File: config.mk
export PLATFORM = sky130hd
export DESIGN_NAME = lba_to_chs_track_splitter_top
export DESIGN_NICKNAME = d
export VERILOG_FILES = /design/src/lts_pkg.sv /design/src/lts_div.sv /design/src/lts_front.sv /design/src/lts_queue.sv /design/src/lts_back.sv /design/src/lba_to_chs_track_splitter_top.sv
export SDC_FILE = /design/constraint.sdc
export NUM_CORES = 1
export LEC_CHECK = 0
export BUFFER_PORTS_ARGS = -buffer_cell sky130_fd_sc_hd__buf_2
export CORE_MARGIN = 2
export CORE_UTILIZATION = 62
export CTS_CLUSTER_SIZE = 25
export DETAILED_ROUTE_END_ITERATION = 10
export PLACE_DENSITY_LB_ADDON = 0.25
export REMOVE_ABC_BUFFERS = 1
export SYNTH_ARGS = -nofsm -noshare
export SYNTH_HDL_FRONTEND = slang
export SYNTH_SLANG_ARGS = --single-unit
File: constraint.sdc
create_clock -name clk -period 12.75 [get_ports clk]
set_input_delay 0 -clock clk [delete_from_list [all_inputs] [get_ports clk]]
set_output_delay 0 -clock clk [all_outputs]
set_load 0.02 [all_outputs]
File: src/lts_pkg.sv
`timescale 1ns / 1ps
// ----------------------------------------------------------------------------
// LBA to CHS track splitter package
// Shared widths, register indexes, geometry limits and the job record
// handed from the front end to the chunk sequencer.
// ----------------------------------------------------------------------------
package lts_pkg;

  localparam int LBA_W     = 24;
  localparam int COUNT_W   = 8;
  localparam int SPT_W     = 6;
  localparam int HEADS_W   = 5;
  localparam int HEAD_W    = 4;
  localparam int CYL_OUT_W = 8;
  localparam int CFG_ADDR_W = 2;
  localparam int CFG_DATA_W = 6;
  localparam int IN_DATA_W  = 32;
  localparam int OUT_DATA_W = 40;

  localparam int DIV_BITS  = 2;
  localparam int DIV_STEPS = LBA_W / DIV_BITS;

  localparam int QUEUE_DEPTH = 2;

  localparam logic [CFG_ADDR_W-1:0] REG_SPT   = CFG_ADDR_W'(0);
  localparam logic [CFG_ADDR_W-1:0] REG_HEADS = CFG_ADDR_W'(1);

  localparam logic [SPT_W-1:0]   SPT_RESET   = SPT_W'(18);
  localparam logic [HEADS_W-1:0] HEADS_RESET = HEADS_W'(2);
  localparam logic [SPT_W-1:0]   SPT_MIN     = SPT_W'(8);
  localparam logic [HEADS_W-1:0] HEADS_MIN   = HEADS_W'(1);
  localparam logic [HEADS_W-1:0] HEADS_MAX   = HEADS_W'(16);

  typedef enum logic [1:0] {
    F_IDLE,
    F_DIV_SPT,
    F_DIV_HEADS,
    F_PUSH
  } front_state_t;

  typedef struct packed {
    logic               dir;
    logic [LBA_W-1:0]   cyl;
    logic [HEAD_W-1:0]  hd;
    logic [SPT_W-1:0]   sec0;
    logic [COUNT_W-1:0] count;
    logic [SPT_W-1:0]   spt;
    logic [HEADS_W-1:0] heads;
  } job_t;

endpackage

File: src/lts_div.sv
`timescale 1ns / 1ps
// ----------------------------------------------------------------------------
// Iterative divider
// Restoring division of a 24-bit address by a 6-bit divisor, two quotient
// bits per cycle; done is registered together with the final quotient and remainder.
// ----------------------------------------------------------------------------
module lts_div (
  input  logic                         clk,
  input  logic                         rst_n,
  input  logic                         start,
  input  logic [lts_pkg::LBA_W-1:0]    dividend,
  input  logic [lts_pkg::SPT_W-1:0]    divisor,
  output logic                         done,
  output logic [lts_pkg::LBA_W-1:0]    quotient,
  output logic [lts_pkg::SPT_W-1:0]    remainder
);

  localparam int CNT_W = $clog2(lts_pkg::DIV_STEPS);

  logic                        busy_r;
  logic                        done_r;
  logic [CNT_W-1:0]            cnt_r;
  logic [lts_pkg::LBA_W-1:0]   quo_r;
  logic [lts_pkg::LBA_W-1:0]   quo_nxt;
  logic [lts_pkg::SPT_W-1:0]   rem_r;
  logic [lts_pkg::SPT_W-1:0]   rem_nxt;
  logic [lts_pkg::SPT_W-1:0]   div_r;

  always_comb begin
    logic [lts_pkg::SPT_W:0] trial;
    quo_nxt = quo_r;
    rem_nxt = rem_r;
    for (int k = 0; k < lts_pkg::DIV_BITS; k++) begin
      trial = {rem_nxt, quo_nxt[lts_pkg::LBA_W-1]};
      if (trial >= {1'b0, div_r}) begin
        trial   = trial - {1'b0, div_r};
        rem_nxt = trial[lts_pkg::SPT_W-1:0];
        quo_nxt = {quo_nxt[lts_pkg::LBA_W-2:0], 1'b1};
      end else begin
        rem_nxt = trial[lts_pkg::SPT_W-1:0];
        quo_nxt = {quo_nxt[lts_pkg::LBA_W-2:0], 1'b0};
      end
    end
  end

  always_ff @(posedge clk) begin
    if (!rst_n) begin
      busy_r <= 1'b0;
      done_r <= 1'b0;
      cnt_r  <= '0;
    end else begin
      done_r <= 1'b0;
      if (start) begin
        busy_r <= 1'b1;
        cnt_r  <= '0;
      end else if (busy_r) begin
        cnt_r <= cnt_r + CNT_W'(1);
        if (cnt_r == CNT_W'(lts_pkg::DIV_STEPS - 1)) begin
          busy_r <= 1'b0;
          done_r <= 1'b1;
        end
      end
    end
  end

  always_ff @(posedge clk) begin
    if (start) begin
      quo_r <= dividend;
      rem_r <= '0;
      div_r <= divisor;
    end else if (busy_r) begin
      quo_r <= quo_nxt;
      rem_r <= rem_nxt;
    end
  end

  assign done      = done_r;
  assign quotient  = quo_r;
  assign remainder = rem_r;

endmodule

File: src/lts_front.sv
`timescale 1ns / 1ps
// ----------------------------------------------------------------------------
// Request front end
// Accept a request, convert its start address to cylinder, head and sector
// on the shared divider, and push the job into the queue.
// ----------------------------------------------------------------------------
module lts_front (
  input  logic                            clk,
  input  logic                            rst_n,
  input  logic                            in_tvalid,
  output logic                            in_tready,
  input  logic [lts_pkg::IN_DATA_W-1:0]   in_tdata,
  input  logic                            in_tuser,
  input  logic [lts_pkg::SPT_W-1:0]       spt_eff,
  input  logic [lts_pkg::HEADS_W-1:0]     heads_eff,
  output logic                            div_start,
  output logic [lts_pkg::LBA_W-1:0]       div_dividend,
  output logic [lts_pkg::SPT_W-1:0]       div_divisor,
  input  logic                            div_done,
  input  logic [lts_pkg::LBA_W-1:0]       div_quotient,
  input  logic [lts_pkg::SPT_W-1:0]       div_remainder,
  output logic                            q_push,
  output lts_pkg::job_t                   q_job,
  input  logic                            q_full
);

  lts_pkg::front_state_t state_r;
  lts_pkg::front_state_t state_nxt;
  lts_pkg::job_t         job_r;
  lts_pkg::job_t         job_nxt;
  logic [lts_pkg::LBA_W-1:0]   in_lba;
  logic [lts_pkg::COUNT_W-1:0] in_count;

  assign in_lba   = in_tdata[lts_pkg::LBA_W-1:0];
  assign in_count = in_tdata[lts_pkg::LBA_W +: lts_pkg::COUNT_W];

  always_ff @(posedge clk) begin
    if (!rst_n) begin
      state_r <= lts_pkg::F_IDLE;
    end else begin
      state_r <= state_nxt;
    end
  end

  always_ff @(posedge clk) begin
    job_r <= job_nxt;
  end

  always_comb begin
    state_nxt    = state_r;
    job_nxt      = job_r;
    in_tready    = 1'b0;
    div_start    = 1'b0;
    div_dividend = div_quotient;
    div_divisor  = {1'b0, job_r.heads};
    q_push       = 1'b0;
    case (state_r)
      lts_pkg::F_IDLE: begin
        in_tready    = 1'b1;
        div_dividend = in_lba;
        div_divisor  = spt_eff;
        if (in_tvalid && in_count != '0) begin
          div_start     = 1'b1;
          job_nxt.dir   = in_tuser;
          job_nxt.count = in_count;
          job_nxt.spt   = spt_eff;
          job_nxt.heads = heads_eff;
          state_nxt     = lts_pkg::F_DIV_SPT;
        end
      end
      lts_pkg::F_DIV_SPT: begin
        if (div_done) begin
          div_start    = 1'b1;
          job_nxt.sec0 = div_remainder;
          state_nxt    = lts_pkg::F_DIV_HEADS;
        end
      end
      lts_pkg::F_DIV_HEADS: begin
        if (div_done) begin
          job_nxt.hd  = div_remainder[lts_pkg::HEAD_W-1:0];
          job_nxt.cyl = div_quotient;
          state_nxt   = lts_pkg::F_PUSH;
        end
      end
      lts_pkg::F_PUSH: begin
        if (!q_full) begin
          q_push    = 1'b1;
          state_nxt = lts_pkg::F_IDLE;
        end
      end
      default: begin
        state_nxt = lts_pkg::F_IDLE;
      end
    endcase
  end

  assign q_job = job_r;

endmodule

File: src/lts_queue.sv
`timescale 1ns / 1ps
// ----------------------------------------------------------------------------
// Job queue
// Small register FIFO of converted jobs between front end and sequencer.
// ----------------------------------------------------------------------------
module lts_queue #(
  parameter int DEPTH = lts_pkg::QUEUE_DEPTH
) (
  input  logic          clk,
  input  logic          rst_n,
  input  logic          push,
  input  lts_pkg::job_t push_data,
  output logic          full,
  input  logic          pop,
  output lts_pkg::job_t pop_data,
  output logic          empty
);

  localparam int PTR_W = (DEPTH > 1) ? $clog2(DEPTH) : 1;
  localparam int CNT_W = $clog2(DEPTH + 1);

  lts_pkg::job_t    mem_r [DEPTH];
  logic [PTR_W-1:0] wr_ptr_r;
  logic [PTR_W-1:0] rd_ptr_r;
  logic [CNT_W-1:0] cnt_r;

  assign full     = (cnt_r == CNT_W'(DEPTH));
  assign empty    = (cnt_r == '0);
  assign pop_data = mem_r[rd_ptr_r];

  always_ff @(posedge clk) begin
    if (!rst_n) begin
      wr_ptr_r <= '0;
      rd_ptr_r <= '0;
      cnt_r    <= '0;
    end else begin
      if (push) begin
        wr_ptr_r <= (wr_ptr_r == PTR_W'(DEPTH - 1)) ? '0 : wr_ptr_r + PTR_W'(1);
      end
      if (pop) begin
        rd_ptr_r <= (rd_ptr_r == PTR_W'(DEPTH - 1)) ? '0 : rd_ptr_r + PTR_W'(1);
      end
      if (push && !pop) begin
        cnt_r <= cnt_r + CNT_W'(1);
      end else if (pop && !push) begin
        cnt_r <= cnt_r - CNT_W'(1);
      end
    end
  end

  always_ff @(posedge clk) begin
    if (push) begin
      mem_r[wr_ptr_r] <= push_data;
    end
  end

endmodule

File: src/lts_back.sv
`timescale 1ns / 1ps
// ----------------------------------------------------------------------------
// Chunk sequencer
// Walk a job track by track and emit one controller command per track
// through a registered output stage.
// ----------------------------------------------------------------------------
module lts_back (
  input  logic                             clk,
  input  logic                             rst_n,
  input  logic                             q_empty,
  output logic                             q_pop,
  input  lts_pkg::job_t                    q_job,
  output logic                             out_tvalid,
  input  logic                             out_tready,
  output logic [lts_pkg::OUT_DATA_W-1:0]   out_tdata,
  output logic                             out_tuser,
  output logic                             out_tlast
);

  logic                          busy_r;
  lts_pkg::job_t                 cur_r;
  logic [lts_pkg::COUNT_W-1:0]   off_r;
  logic                          out_valid_r;
  logic [lts_pkg::OUT_DATA_W-1:0] out_data_r;
  logic                          out_dir_r;
  logic                          out_last_r;

  logic [lts_pkg::SPT_W-1:0]     room;
  logic [lts_pkg::SPT_W-1:0]     chunk;
  logic [lts_pkg::COUNT_W-1:0]   rem_left;
  logic [lts_pkg::HEADS_W-1:0]   hd_inc;
  logic                          emit;
  logic                          load;
  logic                          ovf;

  assign room     = cur_r.spt - cur_r.sec0;
  assign chunk    = (cur_r.count < {2'b00, room}) ? cur_r.count[lts_pkg::SPT_W-1:0] : room;
  assign rem_left = cur_r.count - {2'b00, chunk};
  assign hd_inc   = {1'b0, cur_r.hd} + lts_pkg::HEADS_W'(1);
  assign ovf      = |cur_r.cyl[lts_pkg::LBA_W-1:lts_pkg::CYL_OUT_W];
  assign emit     = busy_r && (!out_valid_r || out_tready);
  assign load     = !busy_r && !q_empty;
  assign q_pop    = load;

  always_ff @(posedge clk) begin
    if (!rst_n) begin
      busy_r      <= 1'b0;
      out_valid_r <= 1'b0;
    end else begin
      if (load) begin
        busy_r <= 1'b1;
      end else if (emit && rem_left == '0) begin
        busy_r <= 1'b0;
      end
      if (emit) begin
        out_valid_r <= 1'b1;
      end else if (out_tready) begin
        out_valid_r <= 1'b0;
      end
    end
  end

  always_ff @(posedge clk) begin
    if (load) begin
      cur_r <= q_job;
      off_r <= '0;
    end else if (emit) begin
      cur_r.count <= rem_left;
      cur_r.sec0  <= '0;
      off_r       <= off_r + {2'b00, chunk};
      if (hd_inc == cur_r.heads) begin
        cur_r.hd  <= '0;
        cur_r.cyl <= cur_r.cyl + lts_pkg::LBA_W'(1);
      end else begin
        cur_r.hd <= hd_inc[lts_pkg::HEAD_W-1:0];
      end
    end
    if (emit) begin
      out_dir_r  <= cur_r.dir;
      out_last_r <= (rem_left == '0);
      out_data_r <= {7'b0, ovf, off_r, chunk, cur_r.sec0 + lts_pkg::SPT_W'(1),
                     cur_r.hd, cur_r.cyl[lts_pkg::CYL_OUT_W-1:0]};
    end
  end

  assign out_tvalid = out_valid_r;
  assign out_tdata  = out_data_r;
  assign out_tuser  = out_dir_r;
  assign out_tlast  = out_last_r;

endmodule

File: src/lba_to_chs_track_splitter_top.sv
`timescale 1ns / 1ps
// ----------------------------------------------------------------------------
// LBA to CHS track splitter
// Split a disk request into per-track cylinder/head/sector commands.
// ----------------------------------------------------------------------------
// Usage:
//   in_*  : one request per transfer; tuser is the direction (0 read,
//           1 write), tdata holds start LBA and sector count.
//   out_* : one command per track touched; tlast marks the final command
//           of a request. A zero sector count yields no commands.
//   cfg_* : write sectors_per_track (index 0) or head_count (index 1)
//           while the block is idle. Values outside the supported range
//           are clamped when used.
// Conversion: the front end converts the start address with two passes over
//   one 2-bit-per-step divider, by sectors per track and then by heads,
//   before its job enters the queue; the sequencer then loads the job and
//   emits one command per cycle through its output register while the
//   receiver keeps out_tready high. The front end converts one request at
//   a time; a two-entry job queue lets it convert the next request while
//   commands of earlier ones are still going out.
// Reset: geometry returns to 18 sectors and 2 heads; queue and output
//   stage empty. A stalled receiver holds the output register, then the
//   sequencer, then the queue, and finally in_tready drops.
// ----------------------------------------------------------------------------
module lba_to_chs_track_splitter_top #(
  parameter int QUEUE_DEPTH = lts_pkg::QUEUE_DEPTH
) (
  input  logic                               clk,
  input  logic                               rst_n,
  input  logic                               in_tvalid,
  output logic                               in_tready,
  // [23:0] start_lba, [31:24] sector_count
  input  logic [lts_pkg::IN_DATA_W-1:0]      in_tdata,
  // [0] action
  input  logic                               in_tuser,
  output logic                               out_tvalid,
  input  logic                               out_tready,
  // [7:0] cylinder, [11:8] head, [17:12] first_sector, [23:18] chunk_sectors,
  // [31:24] buffer_offset, [32] cylinder_overflow, [39:33] zero
  output logic [lts_pkg::OUT_DATA_W-1:0]     out_tdata,
  // [0] direction
  output logic                               out_tuser,
  output logic                               out_tlast,
  input  logic                               cfg_we,
  input  logic [lts_pkg::CFG_ADDR_W-1:0]     cfg_addr,
  input  logic [lts_pkg::CFG_DATA_W-1:0]     cfg_wdata
);

  logic [lts_pkg::SPT_W-1:0]   spt_r;
  logic [lts_pkg::HEADS_W-1:0] heads_r;
  logic [lts_pkg::SPT_W-1:0]   spt_eff;
  logic [lts_pkg::HEADS_W-1:0] heads_eff;

  logic                        div_start;
  logic [lts_pkg::LBA_W-1:0]   div_dividend;
  logic [lts_pkg::SPT_W-1:0]   div_divisor;
  logic                        div_done;
  logic [lts_pkg::LBA_W-1:0]   div_quotient;
  logic [lts_pkg::SPT_W-1:0]   div_remainder;

  logic                        q_push;
  logic                        q_pop;
  logic                        q_full;
  logic                        q_empty;
  lts_pkg::job_t               q_in_job;
  lts_pkg::job_t               q_out_job;

  always_ff @(posedge clk) begin
    if (!rst_n) begin
      spt_r   <= lts_pkg::SPT_RESET;
      heads_r <= lts_pkg::HEADS_RESET;
    end else if (cfg_we) begin
      case (cfg_addr)
        lts_pkg::REG_SPT:   spt_r   <= cfg_wdata[lts_pkg::SPT_W-1:0];
        lts_pkg::REG_HEADS: heads_r <= cfg_wdata[lts_pkg::HEADS_W-1:0];
        default: begin
        end
      endcase
    end
  end

  assign spt_eff   = (spt_r < lts_pkg::SPT_MIN) ? lts_pkg::SPT_MIN : spt_r;
  assign heads_eff = (heads_r < lts_pkg::HEADS_MIN) ? lts_pkg::HEADS_MIN :
                     (heads_r > lts_pkg::HEADS_MAX) ? lts_pkg::HEADS_MAX : heads_r;

  lts_div u_div (
    .clk       (clk),
    .rst_n     (rst_n),
    .start     (div_start),
    .dividend  (div_dividend),
    .divisor   (div_divisor),
    .done      (div_done),
    .quotient  (div_quotient),
    .remainder (div_remainder)
  );

  lts_front u_front (
    .clk           (clk),
    .rst_n         (rst_n),
    .in_tvalid     (in_tvalid),
    .in_tready     (in_tready),
    .in_tdata      (in_tdata),
    .in_tuser      (in_tuser),
    .spt_eff       (spt_eff),
    .heads_eff     (heads_eff),
    .div_start     (div_start),
    .div_dividend  (div_dividend),
    .div_divisor   (div_divisor),
    .div_done      (div_done),
    .div_quotient  (div_quotient),
    .div_remainder (div_remainder),
    .q_push        (q_push),
    .q_job         (q_in_job),
    .q_full        (q_full)
  );

  lts_queue #(
    .DEPTH (QUEUE_DEPTH)
  ) u_queue (
    .clk       (clk),
    .rst_n     (rst_n),
    .push      (q_push),
    .push_data (q_in_job),
    .full      (q_full),
    .pop       (q_pop),
    .pop_data  (q_out_job),
    .empty     (q_empty)
  );

  lts_back u_back (
    .clk        (clk),
    .rst_n      (rst_n),
    .q_empty    (q_empty),
    .q_pop      (q_pop),
    .q_job      (q_out_job),
    .out_tvalid (out_tvalid),
    .out_tready (out_tready),
    .out_tdata  (out_tdata),
    .out_tuser  (out_tuser),
    .out_tlast  (out_tlast)
  );

endmodule
==> impl_metrics.py, run 1 <==
metrics = {
    "final_layout": {
        "nFillCells": 1465,
        "syn_to_final_growth_pct": 15.70,
        "drive_gt1_frac": 0.1451,
        "layout_commonest_cell": "edfxtp_1",
        "diodes": 0,
        "fin_nets": 1259,
        "ff_latch_area_sq_um": 9240,
        "mostFrequentLayoutCells": "edfxtp_1 (281), nand2_1 (122), buf_2 (82)",
        "multi_input_area_sq_um": 4288,
    },
    "pwr": {
        "p_total_mw": 4.510,
        "p_leak_nw": 5.877,
        "vdd_drop_max_mv": 0.2134,
        "power_density_nw_per_um2": 281.8,
    },
    "synth": {
        "yosys-mux-area-fraction": 0.04442,
        "yosysSeqAreaShare": 0.6680,
        "yosys.area_share.simple": 0.1039,
        "yosysWarnings": 0,
        "synth_compound_area_frac": 0.08332,
        "synth_flop_cell": "edfxtp_1",
        "synth_cell_types": 66,
        "synthCells": 1038,
        "synth-async-reset-ratio": 0,
        "ys_ff_latch": 321,
        "postSynthAreaPerCell_sq_um": 13.32,
        "synth_top_family_by_area": "simple AND/OR/NAND/NOR gates",
        "synth_xor_area_frac": 0.03537,
        "synth-adder-area-share": 0.03917,
        "syn-cell-area_sq_um": 13830,
        "synth_edf_count": 281,
    },
    "sta": {
        "max_freq_ghz": 0.1814,
        "post-route-min-period_ns": 5.513,
        "clock_skew_ns": 0.03044,
        "slew_violations": 0,
        "setup-tns-final_ns": 0,
        "timing.slew.headroom": 0.3454,
        "setup_violations": 0,
        "hold_viol_final": 0,
        "period_share": 0.4324,
        "rsz0062_at_grt": "false",
        "worst_slew_pin_slew_ns": 0.9819,
    },
    "clocking": {
        "clk_latency_ns": 0.56,
        "path_clk_slew_ns": 0.06,
        "numCtsBuffers": 31,
        "htree_levels": 1,
        "clock_sinks": 321,
        "cts_tree": "yes",
        "cts_resized": 0,
        "clockBufferDepth": 3,
        "clockRootBuffer": "clkbuf_16",
    },
    "floorplan": {
        "die_y_microns": 153.4,
        "io_pins": 90,
        "die-area_sq_um": 23520,
        "initial_core_util": 0.6318,
        "rows": 54,
        "chipWidth_microns": 153.4,
        "coreArea_sq_um": 21890,
    },
    "placement": {
        "dpl.hpwl_mm": 17.24,
        "io_buffers": 82,
        "globalplace.congestion": 0.8609,
    },
    "global_route": {
        "track_usage": 0.2278,
        "grt_pass1_wl_mm": 43.16,
        "grt_start_max_net_pins": 79,
        "grt_pass1_vias": 8488,
        "antenna_found_initial": 0,
        "grt_overflow": 0,
    },
    "drt": {
        "viasPerCell": 5.714,
        "vias": 8451,
        "drc": 0,
        "wl_per_cell_microns": 18.21,
        "drt_iter0_markers": 554,
        "ant_nets": 0,
        "dr.pass1.iters": 5,
        "wirelength_mm": 26.94,
    },
    "outcome": {
        "status": "complete, no violations",
    },
    "worst_setup_path": {
        "cp_max_fo": 9,
        "start_kind": "flip-flop",
        "cp-end-kind": "flip-flop",
        "cp.required_ns": 13.18,
        "critPathKind": "reg -> reg",
        "worstPathArrival_ns": 5.94,
    },
    "hold_path": {
        "min_path_type": "in -> reg",
    },
    "flow_run": {
        "maxCapViolCount": 0,
    },
}
timing repair:
action                     CTS  global route
hold endpoints to repair    54             0
setup buffers                0             0
hold buffers                48             0
setup endpoints to repair    0             0
critical path: stages, from the launching register on:
cell and delay [ns]:
edfxtp_1 0.43, ha_1 0.23, fa_1 0.41, inv_1 0.07
a21o_1 0.11, a21oi_1 0.07, xor2_1 0.45, ha_1 0.35
nand2_1 0.07, a21oi_1 0.04, a211oi_1 0.28, a211o_1 0.36
nand2_1 0.29, a21oi_1 0.37, ha_1 0.34, inv_1 0.09
ha_1 0.22, nor2_1 0.15, nor3_1 0.06, a211oi_1 0.35
nand4b_1 0.18, nor4_1 0.30, and2_1 0.18
kinds of logic after synthesis:
kind of cell	count (synthesis)
buf+inv	84
other cells	1
xor+xnor	55
flops	321
compound gates	174
simple gates	302
mux	59
fa+ha+maj	42
cell type report:
| class | instances | share of cell area |
|---|---|---|
| clock buffer | 41 | 0.05207 |
| clock inverter | 17 | 0.01095 |
| inverter | 42 | 0.009851 |
| multi-input combinational | 639 | 0.2679 |
| sequential | 321 | 0.5774 |
| tap | 280 | 0.02189 |
| timing repair buffer | 139 | 0.05989 |
synthesized netlist by cell type (4+ instances only):
| cell | count | area, sq um |
|---|---|---|
| nor2_1 | 51 | 191.4 |
| o21a_1 | 7 | 52.55 |
| edfxtp_1 | 281 | 8438 |
| nand4_1 | 10 | 62.56 |
| clkbuf_1 | 26 | 97.59 |
| ha_1 | 36 | 450.4 |
| mux2_2 | 19 | 214.0 |
| o21ai_0 | 32 | 160.2 |
| nor3_1 | 10 | 50.05 |
| o22ai_1 | 11 | 68.82 |
| nand3_1 | 18 | 90.09 |
| and3_1 | 7 | 43.79 |
| nand2_1 | 122 | 457.9 |
| dfxtp_1 | 40 | 800.8 |
| and2_1 | 12 | 75.07 |
| a211oi_1 | 31 | 232.7 |
| o211ai_1 | 4 | 30.03 |
| buf_4 | 8 | 60.06 |
| xnor2_1 | 23 | 201.4 |
| nor2b_1 | 43 | 269.0 |
| nor4_1 | 8 | 50.05 |
| a21oi_1 | 46 | 230.2 |
| nand2b_1 | 5 | 31.28 |
| xor2_1 | 31 | 271.5 |
| inv_1 | 42 | 157.7 |
| a21boi_0 | 5 | 37.54 |
| a21o_1 | 8 | 60.06 |
| or3_1 | 4 | 25.02 |
| mux2i_1 | 40 | 400.4 |
| buf_1 | 6 | 22.52 |
layer usage:
metal	global-route usage	up-vias	part of all wire
met1	0.3081	4075	0.44
li1	-	4088	-
met2	0.3922	236	0.49
met5	0	-	0
met3	0.03232	52	0.049
met4	0.05985	0	0.022
per-stage QoR:
step | hold slack [ns] | instance area (sq um) | setup slack, ns | instances | utilization
6_report | 0.05938 | 16000 | 7.237 | 1479 | 0.7310
2_1_floorplan | 0.06194 | 13660 | 7.013 | 1002 | -
3_3_place_gp | 0.1796 | 14510 | 7.498 | 1373 | 0.6630
5_1_grt | 0.09868 | 16000 | 6.787 | 1479 | 0.7310
4_1_cts | 0.04654 | 16000 | 7.308 | 1479 | 0.7310
3_5_place_dp | 0.1786 | 14510 | 7.322 | 1373 | 0.6630
path summary, 6_finish.rpt:
kind / end / from / cells after the start / slack, ns
max: u_back.out_tlast / u_back.cur_r[19] / 22 / 7.24
max reg2reg: u_back.out_tlast / u_back.cur_r[19] / 22 / 7.24
min: heads_r[2] / cfg_we / 4 / 0.06
min reg2reg: u_queue.mem_r[1][26] / u_front.q_job[26] / 0 / 0.43
registers in the layout, summed over array words and instances, names as in the netlist, 2 cells and up, named ones only:
name and count:
u_queue.cnt_r 2, spt_r 6, u_back.off_r 8, heads_r 5, u_div.quotient 24, u_div.div_r 6, u_front.state_r 2, u_div.cnt_r 4
u_div.remainder 6, u_back.cur_r 54, u_front.q_job 54, u_back.out_tdata 33, u_queue.mem_r 108
power by group:
group | internal [mW] | switching, mW
logic | 0.721 | 1.16
registers | 1.54 | 0.194
clock network | 0.521 | 0.374
Note: power is estimated with default switching activity, not from simulation.
==> run 2, diff against run 1 <==
--- a/config.mk
+++ b/config.mk
@@ -7,7 +7,7 @@
 export LEC_CHECK = 0
 export BUFFER_PORTS_ARGS = -buffer_cell sky130_fd_sc_hd__buf_2
 export CORE_MARGIN = 2
-export CORE_UTILIZATION = 62
+export CORE_UTILIZATION = 60
 export CTS_CLUSTER_SIZE = 25
 export DETAILED_ROUTE_END_ITERATION = 10
 export PLACE_DENSITY_LB_ADDON = 0.25
==> constraint.sdc (replaced) <==
create_clock -name clk -period 5.2 [get_ports clk]
set_input_delay 0 -clock clk [delete_from_list [all_inputs] [get_ports clk]]
set_output_delay 0 -clock clk [all_outputs]
set_load 0.02 [all_outputs]
==> run 2 against run 1 <==
Fmax up 14%. Clock skew decreased by 0.0096 ns. Sequential share of layout area decreased by 0.28 points. Flip-flop and latch count unchanged. Register-to-register slack got worse by 6.9 ns. Via count is 0.49% higher. Total power up 150%. Global-route usage decreased by 0.23 points. Critical endpoint unchanged. Highest routed layer unchanged.
==> impl_metrics.py, run 2 (synthesis gave the netlist of run 1 again) <==
metrics = {
    "worst_setup_path": {
        "critPathKind": "reg -> reg",
        "crit_chain": "ha_1 -> fa_1 -> inv_1 -> a21o_1 -> a21oi_1 -> xor2_2 -> ha_1 -> nand2_1 -> a21oi_1 -> a211oi_1 -> a211o_1 -> nand2_1 -> buf_4 -> a21oi_1 -> inv_1 -> ha_1 -> or2_2 -> a21o_1 -> o22ai_1 -> xor2_1 -> nor4_1 -> and2_1",
        "cp-end-kind": "flip-flop",
        "critPathTopFamily": "compound AO/OA/AOI/OAI gates",
        "cp_slowest_stage_delay_ns": 0.44,
        "worstSetupPathDepth": 22,
        "cp_max_fo": 7,
        "cp.required_ns": 5.58,
        "cp_slowest_cell": "edfxtp_1",
        "worst-path-buf-inv": 3,
        "worstPathArrival_ns": 5.20,
        "start_kind": "flip-flop",
        "r2r_cells": 22,
    },
    "final_layout": {
        "diodes": 0,
        "largest_reg_flops": 108,
        "final_area_sq_um": 16080,
        "fin_cells": 1491,
        "layout_commonest_cell": "edfxtp_1",
        "multi_input_area_sq_um": 4299,
        "syn_to_final_growth_pct": 16.27,
        "drive_gt1_frac": 0.1517,
        "fin_nets": 1266,
        "fin_util": 0.7103,
        "ff_latch_area_sq_um": 9240,
        "mostFrequentLayoutCells": "edfxtp_1 (281), nand2_1 (122), buf_2 (82)",
        "largest_register": "u_queue.mem_r",
        "nFillCells": 1474,
    },
    "drt": {
        "vias": 8492,
        "wl_per_cell_microns": 18.16,
        "dr.pass1.iters": 5,
        "highest_layer": "met4",
        "drc": 0,
        "routed-wl-met3_mm": 1.275,
        "met2_length_mm": 13.37,
        "viasPerCell": 5.696,
        "wirelength_mm": 27.08,
        "drt_iter0_markers": 604,
        "ant_nets": 0,
        "drt-met1-wl_mm": 11.81,
    },
    "sta": {
        "max_freq_ghz": 0.2075,
        "whs_ns": 0.02127,
        "setup_violations": 0,
        "period_share": 0.9270,
        "worst_slack_ns": 0.3797,
        "timing.slew.headroom": 0.1977,
        "worst_slew_pin_slew_ns": 1.201,
        "clock_skew_ns": 0.02082,
        "slew_violations": 0,
        "rsz0062_at_grt": "false",
        "setup-tns-final_ns": 0,
        "post-route-min-period_ns": 4.820,
        "hold_viol_final": 0,
    },
    "pwr": {
        "p_total_mw": 11.24,
        "power_density_nw_per_um2": 699.1,
        "p_leak_nw": 5.932,
        "vdd_drop_max_mv": 0.6331,
    },
    "floorplan": {
        "io_pins": 90,
        "initial_core_util": 0.6109,
        "die_y_microns": 155.8,
        "chipWidth_microns": 155.8,
        "die-area_sq_um": 24280,
        "coreArea_sq_um": 22640,
        "rows": 55,
    },
    "clocking": {
        "numCtsBuffers": 34,
        "clockBufferDepth": 3,
        "cts_tree": "yes",
        "path_clk_slew_ns": 0.06,
        "htree_levels": 2,
        "clockRootBuffer": "clkbuf_16",
        "clk_latency_ns": 0.51,
        "clock_sinks": 321,
    },
    "placement": {
        "dp.cells": 1385,
        "pre_cts_slack_ns": 0.2293,
        "io_buffers": 82,
        "globalplace.congestion": 0.9124,
        "dpl.hpwl_mm": 16.84,
        "place_area_sq_um": 14570,
    },
    "outcome": {
        "status": "complete, no violations",
    },
    "global_route": {
        "track_usage": 0.2255,
        "grt_start_max_net_pins": 79,
        "antenna_found_initial": 0,
        "grt_pass1_vias": 8208,
        "grt_pass1_wl_mm": 42.44,
        "grt_overflow": 0,
    },
    "flow_run": {
        "maxCapViolCount": 0,
    },
    "hold_path": {
        "min_path_type": "in -> reg",
        "hold_depth": 4,
    },
}
-- run 2: cell type report --
| class | instances | share of cell area |
|---|---|---|
| clock buffers | 43 | 0.05501 |
| clock inverters | 18 | 0.01011 |
| well taps | 285 | 0.02217 |
| multi-input cells | 639 | 0.2673 |
| repair buffers | 143 | 0.06100 |
| flip-flops and latches | 321 | 0.5746 |
| inverters | 42 | 0.009803 |
-- run 2: tightest hold or removal path: stages --
cell	delay, ns
buf_2	0.09
nor3b_1	0.15
mux2i_1	0.19
nor2b_1	0.06
-- run 2: path summary, 6_finish.rpt --
kind         slack [ns]                   end               from
max                0.38      u_back.out_tlast   u_back.cur_r[19]
min                0.02              spt_r[5]        cfg_addr[0]
max reg2reg        0.38      u_back.out_tlast   u_back.cur_r[19]
min reg2reg        0.44  u_queue.mem_r[0][26]  u_front.q_job[26]
-- run 2: timing repair --
item                                    in CTS  in global routing
hold buffers                                45                  0
buffers inserted                             0                  0
endpoints found under the setup margin       0                  6
gates resized for setup                      0                  3
endpoints found under the hold margin       54                  0
-- run 2: power breakdown --
group / leakage [nW] / internal, mW / total [mW] / switching, mW
logic: 2.50 / 1.84 / 4.77 / 2.92
registers: 2.92 / 3.78 / 4.22 / 0.434
clock network: 0.510 / 1.32 / 2.26 / 0.944
-- run 2: metal layers --
| metal | track usage | up-vias |
|---|---|---|
| met5 | 0 | - |
| met2 | 0.3784 | 224 |
| met1 | 0.3076 | 4111 |
| met4 | 0.06815 | 0 |
| met3 | 0.03528 | 46 |
| li1 | - | 4111 |
